[config.mk]
export PLATFORM = sky130hd
export DESIGN_NAME = tccw_front_flat
export DESIGN_NICKNAME = d
export VERILOG_FILES = /design/src/rtl/tccw_pkg.sv /design/src/rtl/tccw_if.sv /design/src/rtl/tccw_front.sv /design/src/flat_wrapper.sv
export SDC_FILE = /design/constraint.sdc
export NUM_CORES = 1
export LEC_CHECK = 0
export ABC_AREA = 0
export ABC_CLOCK_PERIOD_IN_PS = 6180
export BUFFER_PORTS_ARGS = -buffer_cell sky130_fd_sc_hd__buf_2
export CORE_MARGIN = 4
export CORE_UTILIZATION = 50
export CTS_BUF_LIST = sky130_fd_sc_hd__clkbuf_4
export CTS_CLUSTER_SIZE = 40
export DETAILED_ROUTE_END_ITERATION = 10
export PLACE_DENSITY = 0.71
export SLEW_MARGIN = 25
export SYNTH_ARGS = -nofsm -noshare
export SYNTH_HDL_FRONTEND = slang
export SYNTH_SLANG_ARGS = --single-unit
[constraint.sdc]
create_clock -name clk -period 6.18 [get_ports clk]
set_input_delay 1.236 -clock clk [delete_from_list [all_inputs] [get_ports clk]]
set_output_delay 1.236 -clock clk [all_outputs]
set_load 0.02 [all_outputs]
[src/rtl/tccw_pkg.sv]
// Shared types and constants of the text console character writer.
package tccw_pkg;
	localparam int MaxCols  = 128;
	localparam int MaxRows  = 32;
	localparam int TabStop  = 4;
	localparam int Depth    = MaxCols * MaxRows;
	localparam int AddrW    = $clog2(Depth);
	localparam int QDepth   = 4;
	localparam int QPtrW    = $clog2(QDepth);

	localparam logic [1:0] FUNC_PUT   = 2'd0;
	localparam logic [1:0] FUNC_CLEAR = 2'd1;
	localparam logic [1:0] FUNC_READ  = 2'd2;

	localparam logic [1:0] REG_COLUMNS = 2'd0;
	localparam logic [1:0] REG_ROWS    = 2'd1;
	localparam logic [1:0] REG_FILL    = 2'd2;

	localparam logic [7:0] CH_NL    = 8'd10;
	localparam logic [7:0] CH_TAB   = 8'd9;
	localparam logic [7:0] CH_CR    = 8'd13;
	localparam logic [7:0] CH_SPACE = 8'd32;

	typedef enum logic [1:0] {
		OP_PUT,
		OP_TAB,
		OP_CLEAR,
		OP_READ
	} op_t;

	typedef struct packed {
		op_t        op;
		logic       nop;
		logic [7:0] ch;
		logic [6:0] rc;
		logic [4:0] rr;
	} cmd_t;

	typedef enum logic [3:0] {
		ST_IDLE,
		ST_PUT,
		ST_SCROLL_RD,
		ST_SCROLL_WR,
		ST_FILL,
		ST_CLEAR,
		ST_READ,
		ST_READ_WAIT,
		ST_DONE
	} state_t;

	typedef struct packed {
		logic [6:0]  cursor_col;
		logic [4:0]  cursor_row;
		logic [11:0] cursor_linear;
		logic        scrolled;
		logic [7:0]  cell_char;
		logic [7:0]  cell_color;
	} res_t;
endpackage

[src/rtl/tccw_if.sv]
// Valid/ready channel interfaces of the console.
interface tccw_in_if;
	logic       valid;
	logic       ready;
	logic [1:0] func;
	logic [7:0] char_code;
	logic [6:0] read_col;
	logic [4:0] read_row;
	modport source(output valid, func, char_code, read_col, read_row, input ready);
	modport sink(input valid, func, char_code, read_col, read_row, output ready);
endinterface


[src/rtl/tccw_front.sv]
// Front end: classifies input words into commands and queues them.
module tccw_front (
	input  logic                clk,
	input  logic                arst_n,
	tccw_in_if.sink             in_ch,
	output logic                cmd_valid,
	input  logic                cmd_ready,
	output tccw_pkg::cmd_t      cmd
);
	tccw_pkg::cmd_t                 q_mem_q [tccw_pkg::QDepth];
	logic [tccw_pkg::QPtrW-1:0]     wr_q, rd_q;
	logic [tccw_pkg::QPtrW:0]       cnt_q;
	tccw_pkg::cmd_t                 c;
	logic                           push, pop;

	always_comb begin
		c = '0;
		c.ch = in_ch.char_code;
		c.rc = in_ch.read_col;
		c.rr = in_ch.read_row;
		unique case (in_ch.func)
			tccw_pkg::FUNC_PUT:   c.op = (in_ch.char_code == tccw_pkg::CH_TAB) ?
				tccw_pkg::OP_TAB : tccw_pkg::OP_PUT;
			tccw_pkg::FUNC_CLEAR: c.op = tccw_pkg::OP_CLEAR;
			tccw_pkg::FUNC_READ:  c.op = tccw_pkg::OP_READ;
			default: begin
				c.op = tccw_pkg::OP_READ;
				c.nop = 1'b1;
			end
		endcase
	end

	assign in_ch.ready = (cnt_q != (tccw_pkg::QPtrW+1)'(tccw_pkg::QDepth));
	assign push = in_ch.valid && in_ch.ready;
	assign cmd_valid = (cnt_q != '0);
	assign pop = cmd_valid && cmd_ready;
	assign cmd = q_mem_q[rd_q];

	always_ff @(posedge clk) begin
		if (push) q_mem_q[wr_q] <= c;
	end

	always_ff @(posedge clk or negedge arst_n) begin
		if (!arst_n) begin
			wr_q <= '0;
			rd_q <= '0;
			cnt_q <= '0;
		end else begin
			if (push) wr_q <= wr_q + 1'b1;
			if (pop) rd_q <= rd_q + 1'b1;
			cnt_q <= cnt_q + (tccw_pkg::QPtrW+1)'(push) - (tccw_pkg::QPtrW+1)'(pop);
		end
	end

	assert property (@(posedge clk) disable iff (!arst_n)
		cnt_q <= (tccw_pkg::QPtrW+1)'(tccw_pkg::QDepth)) else $error("queue overflow");
	assert property (@(posedge clk) disable iff (!arst_n)
		(cnt_q == '0) |-> !cmd_valid) else $error("pop from empty queue");
	assert property (@(posedge clk) disable iff (!arst_n)
		push && !pop |=> cnt_q == $past(cnt_q) + 1'b1) else $error("count slip");
endmodule

[src/flat_wrapper.sv]
// flat-port wrapper written by rule: the top's interface ports become plain ports
module tccw_front_flat 
  (clk, arst_n, cmd_valid, cmd_ready, cmd, in_ch_valid, in_ch_func, in_ch_char_code, in_ch_read_col, in_ch_read_row, in_ch_ready);
  tccw_in_if in_ch_i ();
  input  logic clk;
  input  logic arst_n;
  output logic cmd_valid;
  input  logic cmd_ready;
  output tccw_pkg::cmd_t cmd;
  input wire logic [$bits(in_ch_i.valid)-1:0] in_ch_valid;
  input wire logic [$bits(in_ch_i.func)-1:0] in_ch_func;
  input wire logic [$bits(in_ch_i.char_code)-1:0] in_ch_char_code;
  input wire logic [$bits(in_ch_i.read_col)-1:0] in_ch_read_col;
  input wire logic [$bits(in_ch_i.read_row)-1:0] in_ch_read_row;
  output wire logic [$bits(in_ch_i.ready)-1:0] in_ch_ready;
  assign in_ch_i.valid = in_ch_valid;
  assign in_ch_i.func = in_ch_func;
  assign in_ch_i.char_code = in_ch_char_code;
  assign in_ch_i.read_col = in_ch_read_col;
  assign in_ch_i.read_row = in_ch_read_row;
  assign in_ch_ready = in_ch_i.ready;
  tccw_front u_core (.clk(clk), .arst_n(arst_n), .in_ch(in_ch_i), .cmd_valid(cmd_valid), .cmd_ready(cmd_ready), .cmd(cmd));
endmodule
# [Word level (Yosys, flattened, before mapping)]
# Memories as Yosys holds them, arrays and structs flattened.
# Cells that the tools add are included.
# Widths: inputs -> output; s select.
[word_totals] ff_bits=7 inputBits=26 word_cells=22 out_inout_bits=25 ram_bits=92 memories=1
[classes] eq_ne=4 addsub=4 muxes=5 reduce_logical=5
[memory_table] memory="u_core.q_mem_q" depth=4 word_bits=23 read_ports=1 rd_clocked_by_memory_dff=0 wr=1 line="tccw_front.sv:10" source="tccw_pkg::cmd_t q_mem_q [tccw_pkg::QDepth];"
[op_table] cell="$eq 8x4->1 const B" n=1
[op_table] cell="$add 2x1->2 const B" n=2
[op_table] cell="$mux 1" n=4
[op_table] cell="$pmux 2 s2" n=1
[op_table] cell="$add 3x1->3" n=1
[op_table] cell="$ne 3x3->1 const B" n=1
[op_table] cell="$reduce_bool 3->1" n=1
[op_table] cell="$reduce_or 3->1" n=1
[op_table] cell="$sub 3x1->3" n=1
[op_table] cell="$eq 2x1->1 const B" n=1
[op_table] cell="$eq 2x2->1 const B" n=1
[op_table] cell="$logic_and 1x1->1" n=2
[op_table] cell="$logic_not 2->1" n=1

# [Depth between registers and ports, before layout]
[depth] depth_word=4 depth_mapped=7 mapped_depth_nobuf=7

# [Least setup slack after synthesis]
# No wires, ideal clock.
[synth_timing] path_kind="input -> register" start="input port cmd_ready" end="register u_core.cnt_q[2] (netlist bit)" arrival_time_ns=2.473 path_stages=7 t_required_ns=6.055 setup_ns=0.125 path_slack_ns=3.582 path_buffers=0 path_cell_list="o31a_1 ha_1 inv_1 ha_1 fa_1 xor2_1 xnor2_1"
[synth_via] elab_chain_len=2
[synth_rtl] item="from (decl)" line="flat_wrapper.sv:8" source="input logic cmd_ready;"
[synth_rtl] item="$logic_and 1x1->1" line="tccw_front.sv:36" source="assign pop = cmd_valid && cmd_ready;"
[synth_rtl] item="$sub 3x1->3" line="tccw_front.sv:51" source="cnt_q <= cnt_q + (tccw_pkg::QPtrW+1)'(push) - (tccw_pkg::QPtrW+1)'(pop);"
[synth_rtl] item="to (signal assigned)" line="tccw_front.sv:51"
[synth_rtl] item="to (decl)" line="tccw_front.sv:12" source="logic [tccw_pkg::QPtrW:0] cnt_q;"
# No other way between the ends.
# A chain may end at the register's enable or synchronous reset.

==> results.toml <==
[worst_setup_path]
rr_worst_depth = 7
worstPathMaxFanout = 13
arrival_ps = 2370
required_ps = 4940
rrSetupSlack_ps = 4080
slowest_stage = "dfrtp_1"
critPathCapture = "cmd[21]"
worst_r2r_startpoint = "u_core.cnt_q[2]$_DFF_PN0_"
crit_path_end_kind = "output port"
crit_type = "reg -> out"
rr_endpoint = "u_core.cnt_q[2]$_DFF_PN0_"
crit_chain = "buf_4 -> mux4_2 -> buf_2"
max_stage_delay_ps = 840
crit_path_start = "u_core.rd_q[0]$_DFFE_PN0P_"
cp-start-kind = "register"

[routing]
wl_met1_microns = 2680
drt-pass1-iter-count = 4
drc = 0
ant_nets = 0
routed_via_density = 5.28
top_layer_used = "met4"
num_vias = 1715
detail_route.iter0.violations = 59
met2_wirelength_microns = 3030
dr_wl_met3_microns = 276
routed_wl_microns = 6080
wire_per_inst_microns = 18.7

[synthesis]
synth-warning-count = 0
ys_types = 23
yosys_register_bits = 99
syn_inst = 163
synth.avg_cell_area_sq_um = 23.4
ys_seq_area_share_pct = 77.0
synth_nets = 196
synth_area_sq_um = 3820

[cts]
clk-insertion-delay-late_ps = 410
cts_buffer_depth = 2
cts.clk_slew.worst_paths_ps = 130
holdBufCountCts = 0
root_buffer = "clkbuf_4"
cts_setup_buffers = 0
cts_max_level = 3
cts.sinks = 99
cts_tree = "yes"
postCtsResizedCells = 0
cts_made_buffers = 9

[timing]
rsz0062_at_grt = "no"
fin_crit_sh_pct = 58.4
finalHoldViolations = 0
post-route-min-period_ps = 3610
drv_slew = 0
worst-slew-pin-transition_ps = 730
setup_tns_ps = 0
setup_viol = 0
fmax_mhz = 277
finalClockSkew_ps = 15.2
slew_headroom_pct = 51.3

[final_layout]
nFillCells = 550
final_common_cell = "edfxtp_1"
final_cell_mix = "edfxtp_1, buf_2, mux4_2"
final_cells = 325
area_delta_synth_final_pct = 11.6
layout-drive-gt1-share_pct = 38.9
antenna_cells = 0
fin_nets = 255

[global_routing]
grt_overflow = 0
grt_max_degree = 25
grt_pass1_wl_microns = 9560
first_global_vias = 1838
grt.total_usage_pct = 14.7
antenna_found_initial = 0

[worst_hold_path]
hp-class = "reg -> reg"

[power_and_ir_drop]
power.total_mw = 1.90
p_leak_nw = 1.51
power-per-cell-area_nw_per_um2 = 445
max-vdd-ir-drop_mv = 0.213

[place]
place_congestion = 0.693
place_hpwl_microns = 3930
dp.cells = 310
numPortBuffers = 50

[floorplan]
die_x_microns = 95.4
initial_core_util_pct = 52.1
io_pins = 51
die-area_sq_um = 9090
coreArea_sq_um = 7330
die_h_microns = 95.4
rows = 31

[job]
cap_viol_max_count = 0

[outcome]
status = "complete, no violations"
[layer usage]
layer / GRT usage [%] / vias to the layer above
met4: 6.85 / 0
met5: 0 / -
met2: 23.4 / 38
met3: 3.24 / 7
li1: - / 787
met1: 19.6 / 883
[kinds of logic after synthesis]
| logic type | share of synthesized area, % |
|---|---|
| XOR/XNOR | 1.15 |
| adder cells (fa/ha/maj) | 2.49 |
| AND/OR/NAND/NOR | 1.80 |
| flip-flops | 77.0 |
| AO/OA/AOI/OAI | 0.787 |
| buffers and inverters | 2.43 |
| multiplexers | 14.4 |
[state kept, by name (all words and copies together) (netlist names)]
register and flops:
u_core.q_mem_q 92, u_core.rd_q 2, u_core.cnt_q 3, u_core.wr_q 2
[stage by stage]
step | util, % | hold WS, ps | worst slack [ps] | area (sq um)
after floorplan | - | 512 | 3580 | 3820
after detailed placement | 56.7 | 545 | 2980 | 4160
final | 58.1 | 573 | 2570 | 4260
after CTS | 58.1 | 573 | 2490 | 4260
after global placement | 56.7 | 534 | 2990 | 4150
after global routing | 58.1 | 595 | 2380 | 4260
[power breakdown]
group	internal [mW]	total (mW)	leakage (nW)	switching, mW
clock network	0.0864	0.273	0.0555	0.187
registers	0.891	0.988	0.923	0.0970
logic	0.285	0.634	0.527	0.349
total	1.26	1.90	1.51	0.633
[critical path, delay by kind of cell, from the launching register on]
| family | cells | cell delay [ps] |
|---|---|---|
| muxes | 1 | 550 |
| buffers and inverters | 2 | 560 |
| DFF | 1 | 840 |
[cell usage after synthesis]
cell / n / area (sq um)
ha_1: 6 / 75.1
xnor2_1: 3 / 26.3
nor3_1: 1 / 5.00
buf_12: 2 / 40.0
edfxtp_1: 92 / 2760
o31a_1: 1 / 8.76
or2_2: 1 / 6.26
and2_1: 5 / 31.3
dfrtp_1: 7 / 175
nand2_1: 2 / 7.51
mux4_1: 5 / 131
mux4_2: 18 / 405
nor2_1: 1 / 3.75
or3_1: 1 / 6.26
a21boi_2: 1 / 11.3
buf_2: 3 / 15.0
mux2_1: 1 / 11.3
a41o_1: 1 / 10.0
nor4b_1: 1 / 8.76
inv_1: 7 / 26.3
buf_6: 1 / 11.3
fa_1: 1 / 20.0
xor2_1: 2 / 17.5
[worst min-delay path by stage]
stage	start	to	cells after the start
2_1_floorplan	u_core.wr_q[1]$_DFFE_PN0P_	u_core.wr_q[1]$_DFFE_PN0P_	1
6_report	u_core.wr_q[1]$_DFFE_PN0P_	u_core.wr_q[1]$_DFFE_PN0P_	1
3_3_place_gp	u_core.wr_q[1]$_DFFE_PN0P_	u_core.wr_q[1]$_DFFE_PN0P_	1
5_1_grt	arst_n	u_core.cnt_q[2]$_DFF_PN0_	1
4_1_cts	u_core.wr_q[1]$_DFFE_PN0P_	u_core.wr_q[1]$_DFFE_PN0P_	1
3_5_place_dp	u_core.wr_q[1]$_DFFE_PN0P_	u_core.wr_q[1]$_DFFE_PN0P_	1
[layout make-up]
type                       count  area (sq um)  share of cell area (%)
sequential                    99          2940                    69.0
multi-input combinational     51           787                    18.5
timing repair buffer          54           280                    6.58
tap                           99           124                    2.91
clock buffer                  11          82.6                    1.94
inverter                       7          26.3                   0.617
clock inverter                 4          18.8                   0.441
No activity file was read; power rests on OpenSTA's default activity.
